$ cat src/rtl/cue_sheet_file_reference_parser_defines.svh
// Assertion helpers shared by csfrp_parse and csfrp_out_fifo.
`ifndef CUE_SHEET_FILE_REFERENCE_PARSER_DEFINES_SVH
`define CUE_SHEET_FILE_REFERENCE_PARSER_DEFINES_SVH

// Same-cycle implication, checked on clk_i, held off during reset.
`define CSFRP_ASSERT_IMP(label, ante, cons) \
  label: assert property (@(posedge clk_i) disable iff (!rst_ni) (ante) |-> (cons)) \
    else $error("csfrp: implication check failed");

// Next-cycle implication, checked on clk_i, held off during reset.
`define CSFRP_ASSERT_NXT(label, ante, cons) \
  label: assert property (@(posedge clk_i) disable iff (!rst_ni) (ante) |=> (cons)) \
    else $error("csfrp: next-cycle check failed");

`endif

$ cat src/rtl/csfrp_pkg.sv
package csfrp_pkg;

  localparam logic [7:0] ChrLf    = 8'h0A;
  localparam logic [7:0] ChrCr    = 8'h0D;
  localparam logic [7:0] ChrTab   = 8'h09;
  localparam logic [7:0] ChrSpace = 8'h20;
  localparam logic [7:0] ChrQuote = 8'h22;

  localparam int unsigned FifoDepth = 3;

  typedef enum logic [2:0] {
    MODE_LEAD     = 3'd0,
    MODE_KEYWORD  = 3'd1,
    MODE_GAP      = 3'd2,
    MODE_UNQUOTED = 3'd3,
    MODE_QUOTED   = 3'd4,
    MODE_SKIP     = 3'd5
  } mode_e;

  typedef enum logic [1:0] {
    KIND_BYTE    = 2'd0,
    KIND_COMMIT  = 2'd1,
    KIND_DISCARD = 2'd2
  } kind_e;

  typedef struct packed {
    kind_e      kind;
    logic [7:0] name_byte;
    logic       run_end;
  } result_t;

  // Results caused by one input word: count (0..2), first and second entry.
  typedef struct packed {
    logic [1:0] num;
    result_t    res0;
    result_t    res1;
  } res_pair_t;

  function automatic logic [7:0] keyword_char(input logic [1:0] idx);
    logic [7:0] c;
    case (idx)
      2'd0:    c = 8'h46;  // F
      2'd1:    c = 8'h49;  // I
      2'd2:    c = 8'h4C;  // L
      default: c = 8'h45;  // E
    endcase
    return c;
  endfunction

endpackage

$ cat src/rtl/csfrp_parse.sv
`include "cue_sheet_file_reference_parser_defines.svh"

module csfrp_parse
  import csfrp_pkg::*;
(
  input  logic       clk_i,
  input  logic       rst_ni,
  input  logic       fire_i,
  input  logic [7:0] byte_i,
  input  logic       last_i,
  output res_pair_t  res_o
);

  mode_e      mode_q, mode_d;
  logic [1:0] kw_idx_q, kw_idx_d;
  logic       started_q, started_d;

  always_ff @(posedge clk_i or negedge rst_ni) begin
    if (!rst_ni) begin
      mode_q    <= MODE_LEAD;
      kw_idx_q  <= 2'd0;
      started_q <= 1'b0;
    end else if (fire_i) begin
      mode_q    <= mode_d;
      kw_idx_q  <= kw_idx_d;
      started_q <= started_d;
    end
  end

  logic  is_blank;
  logic  step_emit;
  kind_e step_kind;
  logic  end_emit;
  kind_e end_kind;
  mode_e mode_n;

  assign is_blank = (byte_i == ChrSpace) || (byte_i == ChrTab);

  always_comb begin
    mode_n    = mode_q;
    kw_idx_d  = kw_idx_q;
    started_d = started_q;
    step_emit = 1'b0;
    step_kind = KIND_BYTE;
    end_emit  = 1'b0;
    end_kind  = KIND_COMMIT;

    if (byte_i == ChrLf) begin
      mode_n = MODE_LEAD;
    end else begin
      unique case (mode_q)
        MODE_LEAD: begin
          if (is_blank || byte_i == ChrCr) begin
            mode_n = MODE_LEAD;
          end else if (byte_i == keyword_char(2'd0)) begin
            mode_n   = MODE_KEYWORD;
            kw_idx_d = 2'd1;
          end else begin
            mode_n = MODE_SKIP;
          end
        end
        MODE_KEYWORD: begin
          if (byte_i == keyword_char(kw_idx_q)) begin
            if (kw_idx_q == 2'd3) begin
              mode_n   = MODE_GAP;
              kw_idx_d = 2'd0;
            end else begin
              kw_idx_d = kw_idx_q + 2'd1;
            end
          end else begin
            mode_n   = MODE_SKIP;
            kw_idx_d = 2'd0;
          end
        end
        MODE_GAP: begin
          if (is_blank) begin
            mode_n = MODE_GAP;
          end else if (byte_i == ChrQuote) begin
            mode_n    = MODE_QUOTED;
            started_d = 1'b0;
          end else if (byte_i == ChrCr) begin
            mode_n = MODE_SKIP;
          end else begin
            step_emit = 1'b1;
            mode_n    = MODE_UNQUOTED;
          end
        end
        MODE_UNQUOTED: begin
          step_emit = 1'b1;
          if (is_blank || byte_i == ChrCr) begin
            step_kind = KIND_COMMIT;
            mode_n    = MODE_SKIP;
          end
        end
        MODE_QUOTED: begin
          if (byte_i == ChrQuote) begin
            step_emit = started_q;
            step_kind = KIND_COMMIT;
            started_d = 1'b0;
            mode_n    = MODE_SKIP;
          end else begin
            step_emit = 1'b1;
            started_d = 1'b1;
          end
        end
        default: mode_n = mode_q;
      endcase
    end

    // End of line, from a newline or from the final byte of the text.
    if (byte_i == ChrLf || last_i) begin
      if (byte_i == ChrLf) begin
        end_emit = (mode_q == MODE_UNQUOTED) || (mode_q == MODE_QUOTED);
        end_kind = (mode_q == MODE_QUOTED) ? KIND_DISCARD : KIND_COMMIT;
      end else begin
        end_emit = (mode_n == MODE_UNQUOTED) || (mode_n == MODE_QUOTED);
        end_kind = (mode_n == MODE_QUOTED) ? KIND_DISCARD : KIND_COMMIT;
      end
      mode_d    = MODE_LEAD;
      kw_idx_d  = 2'd0;
      started_d = 1'b0;
    end else begin
      mode_d = mode_n;
    end
  end

  always_comb begin
    res_o = '0;
    if (step_emit) begin
      res_o.res0.kind      = step_kind;
      res_o.res0.name_byte = (step_kind == KIND_BYTE) ? byte_i : 8'd0;
      if (end_emit) begin
        res_o.num           = 2'd2;
        res_o.res1.kind     = end_kind;
        res_o.res1.run_end  = 1'b1;
      end else begin
        res_o.num          = 2'd1;
        res_o.res0.run_end = 1'b1;
      end
    end else if (end_emit) begin
      res_o.num          = 2'd1;
      res_o.res0.kind    = end_kind;
      res_o.res0.run_end = 1'b1;
    end
  end

  `CSFRP_ASSERT_NXT(a_last_resets, fire_i && last_i, mode_q == MODE_LEAD && !started_q)
  `CSFRP_ASSERT_IMP(a_pair_shape, res_o.num == 2'd2, res_o.res0.kind == KIND_BYTE && res_o.res1.run_end)
  `CSFRP_ASSERT_NXT(a_hold_state, !fire_i, $stable(mode_q) && $stable(kw_idx_q) && $stable(started_q))

endmodule

$ cat src/rtl/csfrp_out_fifo.sv
`include "cue_sheet_file_reference_parser_defines.svh"

module csfrp_out_fifo
  import csfrp_pkg::*;
(
  input  logic      clk_i,
  input  logic      rst_ni,
  input  logic      push_i,
  input  res_pair_t pair_i,
  output logic      room_o,
  output logic      valid_o,
  input  logic      ready_i,
  output result_t   head_o
);

  result_t    mem_q [FifoDepth];
  logic [1:0] wr_q, wr_d, rd_q, rd_d;
  logic [1:0] cnt_q, cnt_d;
  logic [1:0] push_n;
  logic       pop;
  logic [1:0] wr_nxt;

  function automatic logic [1:0] ptr_inc(input logic [1:0] p);
    return (p == 2'(FifoDepth - 1)) ? 2'd0 : p + 2'd1;
  endfunction

  assign push_n  = push_i ? pair_i.num : 2'd0;
  assign pop     = valid_o && ready_i;
  assign valid_o = (cnt_q != 2'd0);
  assign room_o  = (cnt_q <= 2'd1);
  assign head_o  = mem_q[rd_q];
  assign wr_nxt  = ptr_inc(wr_q);

  always_comb begin
    case (push_n)
      2'd1:    wr_d = wr_nxt;
      2'd2:    wr_d = ptr_inc(wr_nxt);
      default: wr_d = wr_q;
    endcase
    rd_d  = pop ? ptr_inc(rd_q) : rd_q;
    cnt_d = cnt_q + push_n - {1'b0, pop};
  end

  always_ff @(posedge clk_i or negedge rst_ni) begin
    if (!rst_ni) begin
      wr_q  <= 2'd0;
      rd_q  <= 2'd0;
      cnt_q <= 2'd0;
    end else begin
      wr_q  <= wr_d;
      rd_q  <= rd_d;
      cnt_q <= cnt_d;
    end
  end

  always_ff @(posedge clk_i) begin
    if (push_n != 2'd0) begin
      mem_q[wr_q] <= pair_i.res0;
    end
    if (push_n == 2'd2) begin
      mem_q[wr_nxt] <= pair_i.res1;
    end
  end

  `CSFRP_ASSERT_IMP(a_no_overflow, push_n != 2'd0, cnt_q <= 2'd1)
  `CSFRP_ASSERT_NXT(a_pop_dec, pop && push_n == 2'd0, cnt_q == $past(cnt_q) - 2'd1)
  `CSFRP_ASSERT_NXT(a_push_inc, push_n == 2'd1 && !pop, cnt_q == $past(cnt_q) + 2'd1)

endmodule

$ cat src/rtl/cue_sheet_file_reference_parser.sv
// Cue sheet FILE-line parser. Text enters one byte per word on the slave
// side (tlast marks the final byte of the text) and the file names of FILE
// lines leave on the master side as name bytes followed by a commit, or a
// discard for a quoted name left open at end of line; tuser carries the kind
// and tlast marks the last result word caused by an input byte. A byte passes
// an input register, is parsed combinationally and its zero to two results go
// into a three-entry output queue, so one byte is taken every cycle while the
// queue holds at most one entry; a byte that yields two results needs two
// output words, which sets the rate for such bytes.
module cue_sheet_file_reference_parser
  import csfrp_pkg::*;
(
  input  logic       clk_i,
  input  logic       rst_ni,
  input  logic       s_axis_tvalid_i,
  output logic       s_axis_tready_o,
  input  logic [7:0] s_axis_tdata_i,   // [7:0] data_byte
  input  logic       s_axis_tlast_i,   // end_of_data
  output logic       m_axis_tvalid_o,
  input  logic       m_axis_tready_i,
  output logic [7:0] m_axis_tdata_o,   // [7:0] name_byte
  output logic [1:0] m_axis_tuser_o,   // [1:0] kind
  output logic       m_axis_tlast_o    // run_end
);

  logic       in_valid_q, in_valid_d;
  logic [7:0] in_byte_q;
  logic       in_last_q;
  logic       s_acc;
  logic       consume;
  logic       room;
  res_pair_t  pair;
  result_t    head;

  assign consume         = in_valid_q && room;
  assign s_axis_tready_o = !in_valid_q || consume;
  assign s_acc           = s_axis_tvalid_i && s_axis_tready_o;

  always_comb begin
    if (s_acc) begin
      in_valid_d = 1'b1;
    end else if (consume) begin
      in_valid_d = 1'b0;
    end else begin
      in_valid_d = in_valid_q;
    end
  end

  always_ff @(posedge clk_i or negedge rst_ni) begin
    if (!rst_ni) begin
      in_valid_q <= 1'b0;
    end else begin
      in_valid_q <= in_valid_d;
    end
  end

  always_ff @(posedge clk_i) begin
    if (s_acc) begin
      in_byte_q <= s_axis_tdata_i;
      in_last_q <= s_axis_tlast_i;
    end
  end

  csfrp_parse u_parse (
    .clk_i  (clk_i),
    .rst_ni (rst_ni),
    .fire_i (consume),
    .byte_i (in_byte_q),
    .last_i (in_last_q),
    .res_o  (pair)
  );

  csfrp_out_fifo u_out_fifo (
    .clk_i   (clk_i),
    .rst_ni  (rst_ni),
    .push_i  (consume),
    .pair_i  (pair),
    .room_o  (room),
    .valid_o (m_axis_tvalid_o),
    .ready_i (m_axis_tready_i),
    .head_o  (head)
  );

  assign m_axis_tdata_o = head.name_byte;
  assign m_axis_tuser_o = head.kind;
  assign m_axis_tlast_o = head.run_end;

endmodule

$ cat config.mk
export PLATFORM = sky130hd
export DESIGN_NAME = cue_sheet_file_reference_parser
export DESIGN_NICKNAME = d
export VERILOG_FILES = /design/src/rtl/csfrp_pkg.sv /design/src/rtl/csfrp_parse.sv /design/src/rtl/csfrp_out_fifo.sv /design/src/rtl/cue_sheet_file_reference_parser.sv
export VERILOG_INCLUDE_DIRS = /design/src /design/src/rtl
export SDC_FILE = /design/constraint.sdc
export NUM_CORES = 1
export LEC_CHECK = 0
export BUFFER_PORTS_ARGS = -buffer_cell sky130_fd_sc_hd__buf_2
export CAP_MARGIN = 20
export CELL_PAD_IN_SITES_DETAIL_PLACEMENT = 0
export CELL_PAD_IN_SITES_GLOBAL_PLACEMENT = 1
export CORE_UTILIZATION = 50
export CTS_CLUSTER_SIZE = 25
export DETAILED_ROUTE_END_ITERATION = 16
export PLACE_DENSITY_LB_ADDON = 0.1
export SLEW_MARGIN = 10
export SYNTH_ARGS = -nofsm -noshare
export SYNTH_HDL_FRONTEND = slang
export SYNTH_SLANG_ARGS = --single-unit
$ cat constraint.sdc
create_clock -name clk_i -period 10.2 [get_ports clk_i]
set_clock_uncertainty 0.1 [all_clocks]
set_input_delay 2.55 -clock clk_i [delete_from_list [all_inputs] [get_ports clk_i]]
set_output_delay 2.55 -clock clk_i [all_outputs]
set_load 0.05 [all_outputs]
[After elaboration in Yosys (flattened, before gate mapping)]
Memories as Yosys holds them, arrays and structs flattened.
Cells that the tools add are included.
Word-level totals
  bits of input ports: 13
  memories kept: 1
  flip-flop bits (word level): 22
  bits in writable memories: 33
  output and inout port bits: 13
  logic and storage cells: 130
Cells by class
  multiplexer cells: 66
  equality and inequality tests: 26
  reductions and logical operators: 21
  $add $sub $neg: 6
  order comparisons: 1
Memory list
  u_out_fifo.mem_q: words 3, bits a word 11, read ports 1, clocked after memory_dff 0, write ports 2, line csfrp_out_fifo.sv:16  | result_t mem_q [FifoDepth];
Operators by type and width (number)
  2-to-1 mux 2 bit: 18
  2-to-1 mux 3 bit: 12
  2-to-1 mux 8 bit: 4
  == test 8 x 4 -> 1 bit (second input constant): 3
  2-to-1 mux 1 bit: 24
  == test 8 x 6 -> 1 bit (second input constant): 2
  case mux 3 bit (5 select lines): 1
  == test 2 bit (second input constant): 6
  case mux 2 bit (2 select lines): 3
  case mux 4 bit (3 select lines): 1
  AND reduction 5 bit: 2
  == test 3 x 2 -> 1 bit (second input constant): 3
  adder 2 x 1 -> 2 bit (second input constant): 4
  == test 8 x 7 -> 1 bit (second input constant): 1
  == test 8 bit: 1
  nonzero test 2 bit: 4
  == test 3 bit (second input constant): 2
  logical OR 1 bit: 6
  inequality test 3 x 1 -> 1 bit (second input constant): 2
  inequality test 3 bit (second input constant): 2
  nonzero test 3 bit: 2
  == test 2 x 1 -> 1 bit (second input constant): 2
  zero test 2 bit: 2
  2-to-1 mux 4 bit: 1
  10 further kinds: 12

[Depth between registers and ports, before layout]
Gate-level depths: netlist of the first run.
  depth after elaboration: 18
  depth in mapped cells: 17
  mapped depth without buffers: 16

[Cells and area by module]
Synthesis of the first run repeated with hierarchy kept, for this count alone.
Unflattened totals
  cells, all modules: 305
  area total of the unflattened synthesis: 3447.1 um2
Modules (own cells, without submodules)
  csfrp_out_fifo: cells an instance 151, times used 1, area an instance 2103.3 um2, seq. area each 1141.1 um2
  csfrp_parse: cells an instance 140, times used 1, area an instance 1013.5 um2, seq. area each 150.1 um2
  cue_sheet_file_reference_parser: cells an instance 14, times used 1, area an instance 330.3 um2, seq. area each 295.3 um2

[Worst setup path before layout of the first run]
OpenSTA, ideal clock, no wires.
  path type: register -> output
  start: register u_out_fifo.rd_q[0]
  end: output m_axis_tdata_o[0]
  path slack: 5.378 ns
  required time: 7.550 ns
  arrival: 2.172 ns
  cell stages (with the launch flop): 5
  cells stage by stage: dfrtp_1 > clkbuf_1 > buf_1 > mux2i_1 > o21ai_0
On the way
  longest elaborated chain between the ends: 1
RTL lines
  from (decl): line csfrp_out_fifo.sv:17  | logic [1:0] wr_q, wr_d, rd_q, rd_d;
  from (signal assigned): line csfrp_out_fifo.sv:51  | rd_q <= rd_d;
  memory (3 x 11 bit)
  to (decl): line cue_sheet_file_reference_parser.sv:21  | output logic [7:0] m_axis_tdata_o,
Every way passes these cells.

[Worst setup path in the final report of the first run]
  start: register u_out_fifo.rd_q[0]
  end: output m_axis_tdata_o[4]
The elaborated chain is that of the path after synthesis.

==> flow_metrics.tcl, run 1 <==
set metrics [dict create \
    overflow 0 \
    wl_mm 6.215 \
    syn_to_final_growth_pct 8.109 \
    diodes 0 \
    synth_fp_nets 331 \
    syn_inst 309 \
    dr_total_vias 2285 \
    yosys-top-cells-count "nand2_1 (30), a22o_1 (26), dfxtp_1 (24)" \
    ys_async_sr_fraction 0.2364 \
    min_path_type "reg -> reg" \
    start_util 0.5328 \
    synth-edff-count 18 \
    synth.top_cell.area_share 0.1787 \
    grt_start_max_net_pins 25 \
    fin_tns_setup_ns 0 \
    root_buffer "clkbuf_8" \
    grt_pass1_wl_mm 10.52 \
    seqPwrFrac 0.417 \
    numClockSinks 55 \
    worstMarginPinSlew_ns 0.7483 \
    clk_pin_slew_ns 0.10 \
    pwr-share-clk 0.151 \
    dr.pass1.iters 5 \
    portBuffers 25 \
    fmax_mhz 225.5 \
    routed_via_density 5.785 \
    p_leak_nw 1.308 \
    irDropWorstVdd_uv 145.4 \
    die_h_um 79.77 \
    cts_setup_buffers 0 \
    crit_chain "mux2i_1 > o21ai_0 > buf_2" \
    endpoint_kind "primary output" \
    cts_hold_buf 0 \
    fin_crit_sh 0.4347 \
    hpwl_mm 4.573 \
    num_rows 27 \
    htreeDepth 2 \
    avgSynthCellArea_um2 9.787 \
    yosysMostFrequentCell "nand2_1" \
    ys_warn_count 0 \
    cts_tree "built" \
    cp_max_fo 13 \
    insertion_delay_ns 0.31 \
    p_comb_frac 0.432 \
    ys_seq_area_frac 0.4452 \
    r2r_cells 13 \
    drive_above_1_share 0.1672 \
    synth-seq-cells 55 \
    io_pins 26 \
    drv_slew 0 \
    max-clock-path-buffers 2 \
    ys_top_cells_by_area "edfxtp_1 (18%), dfxtp_1 (16%), dfrtp_1 (11%), a22o_1 (7.5%), mux2i_1 (4.0%)" \
    yosys.area.top_type "edfxtp_1" \
    startpoint_type "flip-flop" \
    cts_inserted_buffers 5 \
    antenna_found_initial 0 \
    ctsResizeCount 0 \
    finalSetupViolCount 0 \
    ys.flop_type "dfxtp_1" \
    synth_area_um2 3024 \
    ant_nets 0 \
    crit_type "reg -> out" \
    dr.first_iter.drc_count 121 \
    p_sw_frac 0.4382 \
    grt_use_total 0.2180 \
    intPower_w 0.0005188 \
    die_x_um 79.77 \
    finalHoldViolCount 0 \
    cp.required_ns 7.55 \
    pwr_density_cell_nw_per_um2 282.5 \
    hold_depth 1 \
    p_sw_w 0.0004047 \
    nFillCells 504 \
    core_area_um2 5675 \
    cp.arrival_ns 1.78 \
    drc_errors 0 \
    rsz0062_at_grt "false" \
    yosysUniqueCellTypes 57 \
    post-route-util 0.5761 \
    status "finished, final reports clean" \
    maxCapViolations 0 \
    critPathSlowestCell "dfrtp_1" \
    finalCriticalPeriod_ns 4.434 \
    place.gp.congestion 0.8080 \
    grt_pass1_vias 2172 \
    cpPeakStageDelay_ns 0.78 \
    relSlewSlack 0.5001 \
    post_drt_wl_per_cell_um 15.73 \
    layout.nets 344 \
    die_area_um2 6363 \
]
[routing by layer]
layer | wire, um | GRT usage | part of all wire
met1 | 3032 | 0.3032 | 0.49
met2 | 2860 | 0.3402 | 0.46
met5 | 0 | 0 | 0
met3 | 214 | 0.03314 | 0.034
met4 | 108 | 0.08571 | 0.017
[cells in the final DEF, fill, tap and decap left out, types with 4 or more instances in the layout]
master / n
nand2_1: 30
a22o_1: 26
buf_2: 25
dfxtp_1: 24
o21ai_0: 23
nor2_1: 22
edfxtp_1: 18
dfrtp_1: 13
inv_1: 12
mux2i_1: 12
ha_1: 9
nand2b_1: 8
nor2b_1: 7
o22ai_1: 7
a21oi_1: 6
nand3_1: 5
a31oi_1: 5
clkbuf_8: 5
xor2_1: 4
and2_1: 4
[per-stage QoR]
step | hold WS (ns) | area, um2 | power, W | cells | setup slack [ns]
floorplan | 0.3487 | 3024 | 0.0007054 | 309 | 5.378
global placement | 0.3612 | 3159 | 0.0007848 | 387 | 5.844
detailed placement | 0.3652 | 3159 | 0.0007906 | 387 | 5.815
CTS | 0.3921 | 3269 | 0.0009302 | 395 | 5.735
global route | 0.4073 | 3269 | 0.0009918 | 395 | 5.420
finish | 0.3889 | 3269 | 0.0009235 | 395 | 5.766
[cell families after synthesis]
| kind of cell | count (synthesis) | synth area share |
|---|---|---|
| muxes | 14 | 0.04717 |
| adders and majority gates | 9 | 0.03724 |
| DFF | 55 | 0.4452 |
| AOI/OAI and AO/OA | 85 | 0.2007 |
| xor gates and xnor gates | 7 | 0.02027 |
| and+or+nand+nor | 108 | 0.2081 |
| buffers and inverters | 31 | 0.04137 |
[layout make-up]
class,count,area [um2],area share
timing repair buffer,25,125.1,0.03827
inverter,12,45.04,0.01378
clock buffer,7,101.3,0.03100
sequential,55,1346,0.4118
multi-input combinational,223,1553,0.4749
clock inverter,1,8.758,0.002679
tap,72,90.09,0.02755
[path summary, 6_finish.rpt]
| path | slack, ns | startpoint | endpoint |
|---|---|---|---|
| setup / recovery | 5.77 | u_out_fifo.rd_q[0]$_DFFE_PN0P_ | m_axis_tdata_o[4] |
| hold / removal | 0.39 | u_out_fifo.mem_q[1][1]$_SDFFE_PP0P_ | u_out_fifo.mem_q[1][1]$_SDFFE_PP0P_ |
| setup reg to reg | 5.82 | in_byte_q[2]$_DFFE_PP_ | u_out_fifo.mem_q[1][10]$_DFFE_PP_ |
| hold reg to reg | 0.39 | u_out_fifo.mem_q[1][1]$_SDFFE_PP0P_ | u_out_fifo.mem_q[1][1]$_SDFFE_PP0P_ |
| max in group asynchronous | 7.72 | rst_ni | u_parse.kw_idx_q[1]$_DFFE_PN0P_ |
| min in group asynchronous | 2.02 | rst_ni | u_out_fifo.rd_q[1]$_DFFE_PN0P_ |
[critical path, delay by kind of cell, from the launching register on]
kind            cells  cell delay (ns)
mux                 1             0.15
flops               1             0.78
compound gates      1             0.23
buf+inv             1             0.31
[power by group through the flow]
stage	Combinational (W)	Clock, W	Sequential [W]
floorplan	0.000372	0	0.000334
global placement	0.000394	0	0.000391
detailed placement	0.000400	0	0.000391
CTS	0.000401	0.000143	0.000386
global route	0.000441	0.000152	0.000400
finish	0.000399	0.000140	0.000385
[sequential cells by signal, summed over array words and instances (netlist names)]
signal	flops
in_byte_q	8
in_last_q	1
in_valid_q	1
u_out_fifo.cnt_q	2
u_out_fifo.mem_q	33
u_out_fifo.rd_q	2
u_out_fifo.wr_q	2
u_parse.kw_idx_q	2
u_parse.mode_q	3
u_parse.started_q	1
(Power assumes the default switching activity.)
==> run 2, diff against run 1 <==
ABC_AREA = 1   (was not set)
CORE_UTILIZATION = 40   (was 50)
clock period = 3.8 ns   (was 10.2 ns; I/O delays follow)
==> flow_metrics.tcl, run 2 <==
set metrics [dict create \
    status "finished, final reports clean" \
    hold-path-endpoint "u_out_fifo.mem_q[1][2]$_SDFFE_PP0P_" \
    insertion_delay_ns 0.31 \
    cpPeakStageDelay_ns 0.41 \
    p_comb_frac 0.556 \
    io_pins 26 \
    r2r_cells 21 \
    crit_type "reg -> reg" \
    numClockSinks 55 \
    critPathSlowestCell "dfrtp_1" \
    hpwl_mm 5.327 \
    grt_pass1_wl_mm 11.85 \
    core_area_um2 7370 \
    ys_warn_count 0 \
    dr.first_iter.drc_count 85 \
    ant_nets 0 \
    dr_total_vias 2612 \
    finalSetupViolCount 0 \
    min_path_type "reg -> reg" \
    diodes 0 \
    htreeDepth 2 \
    hp-start "u_out_fifo.mem_q[1][2]$_SDFFE_PP0P_" \
    seqPwrFrac 0.323 \
    syn_inst 407 \
    reg2reg_slack_ns 0.38 \
    fmax_mhz 292.6 \
    finalNonFillerCells 543 \
    portBuffers 25 \
    layout.nets 465 \
    p_sw_frac 0.5077 \
    p_sw_w 0.001476 \
    rsz0062_at_grt "true" \
    largest_registers "u_out_fifo.mem_q x33, in_byte_q x8, u_parse.mode_q x3" \
    r2r-end "u_out_fifo.mem_q[2][9]$_DFFE_PP_" \
    drv_slew 0 \
    synth-edff-count 18 \
    yosysMostFrequentCell "nand2_1" \
    synth_area_um2 3089 \
    place.gp.congestion 0.8185 \
    wl_mm 6.922 \
    whs_ns 0.3691 \
    overflow 0 \
    largest_register "u_out_fifo.mem_q" \
    ys.flop_type "dfxtp_1" \
    max-clock-path-buffers 2 \
    drc_errors 0 \
    maxCapViolations 0 \
    grt_pass1_vias 2472 \
    routed_via_density 4.810 \
    post_drt_wl_per_cell_um 12.75 \
    endpoint_kind "flip-flop" \
    die_x_um 89.88 \
    syn_to_final_growth_pct 13.45 \
    grt_use_total 0.1815 \
    root_buffer "clkbuf_8" \
    cp_max_fo 10 \
    crit_chain "inv_1 > ha_1 > inv_1 > nand2_1 > nand2_1 > nand3_1 > o21bai_1 > nand2_1 > nor2_2 > nand3_1 > nand3_1 > a21oi_1 > ha_1 > inv_2 > nor2_1 > inv_1 > ha_1 > nor3_2 > buf_6 > nand3_1 > nand2_1" \
    yosysUniqueCellTypes 34 \
    cts_tree "built" \
    ys_top_cells_by_area "edfxtp_1 (17%), dfxtp_1 (16%), nand2_1 (14%), dfrtp_1 (11%), inv_1 (7.0%)" \
    drive_above_1_share 0.2095 \
    final_common_cell "nand2_1" \
    finalHoldViolCount 0 \
    finalCriticalPeriod_ns 3.418 \
    ys_async_sr_fraction 0.2364 \
    p_leak_nw 1.656 \
    dr.pass1.iters 4 \
    r2r_start "u_parse.kw_idx_q[0]$_DFFE_PN0P_" \
    antenna_found_initial 0 \
    die_h_um 89.88 \
    intPower_w 0.001431 \
    relSlewSlack 0.3873 \
    num_rows 31 \
    startpoint_type "flip-flop" \
    final_cell_mix "nand2_1 (115), inv_1 (57), nand3_1 (32)" \
    pwr-share-clk 0.121 \
    cp.arrival_ns 3.50 \
    synth-seq-cells 55 \
    cts_hold_buf 0 \
    avgSynthCellArea_um2 7.590 \
    start_util 0.4192 \
    clk_pin_slew_ns 0.10 \
    dp.cells 534 \
    yosys.area.top_type "edfxtp_1" \
    irDropWorstVdd_uv 315.4 \
    grt_start_max_net_pins 18 \
    fin_crit_sh 0.8995 \
    largest_reg_flops 33 \
    worstMarginPinSlew_ns 0.9191 \
    cts_inserted_buffers 5 \
    synth.top_cell.area_share 0.1750 \
    die_area_um2 8078 \
    cp.required_ns 3.88 \
    pwr_density_cell_nw_per_um2 829.6 \
    ys_seq_area_frac 0.4358 \
    hold_depth 2 \
    yosys-top-cells-count "nand2_1 (118), inv_1 (58), nand3_1 (32)" \
    synth_fp_nets 429 \
]
-- run 2: cell families (layout without fill, tap and decap cells) --
group | after synthesis | after routing | share of synthesized area
buf+inv | 77 | 114 | 0.09882
fa+ha+maj | 9 | 9 | 0.03645
flops | 55 | 55 | 0.4358
simple gates | 212 | 212 | 0.3143
compound gates | 52 | 52 | 0.1089
xor+xnor | 2 | 2 | 0.005671
-- run 2: timing repair --
| action | CTS | global route |
|---|---|---|
| setup buffers | 0 | 1 |
| gates resized for setup | 0 | 13 |
| setup endpoints to repair | 0 | 39 |
-- run 2: worst max-delay path by stage --
stage	startpoint	end	slack (ns)	cells after the start
after floorplan	u_parse.kw_idx_q[0]$_DFFE_PN0P_	u_out_fifo.mem_q[2][0]$_DFFE_PP_	0.49	23
after global placement	u_parse.kw_idx_q[0]$_DFFE_PN0P_	u_out_fifo.mem_q[1][7]$_SDFFE_PP0P_	0.24	24
after detailed placement	u_parse.kw_idx_q[0]$_DFFE_PN0P_	u_out_fifo.mem_q[1][8]$_SDFFE_PP0P_	0.18	24
after CTS	u_parse.kw_idx_q[0]$_DFFE_PN0P_	u_out_fifo.mem_q[1][8]$_SDFFE_PP0P_	0.16	24
after global routing	u_parse.kw_idx_q[0]$_DFFE_PN0P_	u_out_fifo.mem_q[2][9]$_DFFE_PP_	-0.03	24
final	u_parse.kw_idx_q[0]$_DFFE_PN0P_	u_out_fifo.mem_q[2][9]$_DFFE_PP_	0.38	21
-- run 2: power groups by stage --
stage	registers (W)	clock network [W]	logic, W
2_1_floorplan	0.000910	0	0.00125
3_3_place_gp	0.000949	0	0.00158
3_5_place_dp	0.000953	0	0.00159
4_1_cts	0.000942	0.000371	0.00159
5_1_grt	0.000971	0.000390	0.00181
6_report	0.000939	0.000352	0.00162
-- run 2: final cells by class --
class	instances	area [um2]
clock buffer	6	82.58
clock inverter	2	15.01
fill	770	3865
inverter	73	281.5
multi-input combinational	275	1463
sequential	55	1346
tap	99	123.9
timing repair buffer	33	192.7
-- run 2: metal layers --
metal / up-vias / GRT usage / part of all wire
met5: - / 0 / 0
met4: 0 / 0.04435 / 0.010
met3: 6 / 0.02876 / 0.028
met2: 39 / 0.2936 / 0.46
met1: 1194 / 0.2546 / 0.50
li1: 1373 / - / -
-- run 2: critical path: cells and delay by family (launching register included) --
family / cells / cell delay (ns)
and+or+nand+nor: 11 / 1.21
adders and majority gates: 3 / 0.85
AOI/OAI and AO/OA: 2 / 0.22
buffers and inverters: 5 / 0.49
DFF: 1 / 0.41
-- run 2: metrics by stage --
stage            util  setup slack (ns)  total power [W]  setup TNS [ns]  cell area, um2
6_report       0.4756            0.3819         0.002907               0            3505
5_1_grt        0.4756          -0.03027         0.003169         -0.1094            3505
4_1_cts        0.4701            0.1633         0.002907               0            3465
3_5_place_dp   0.4569            0.1816         0.002546               0            3367
3_3_place_gp   0.4569            0.2430         0.002532               0            3367
2_1_floorplan       -            0.4877         0.002163               0            3089
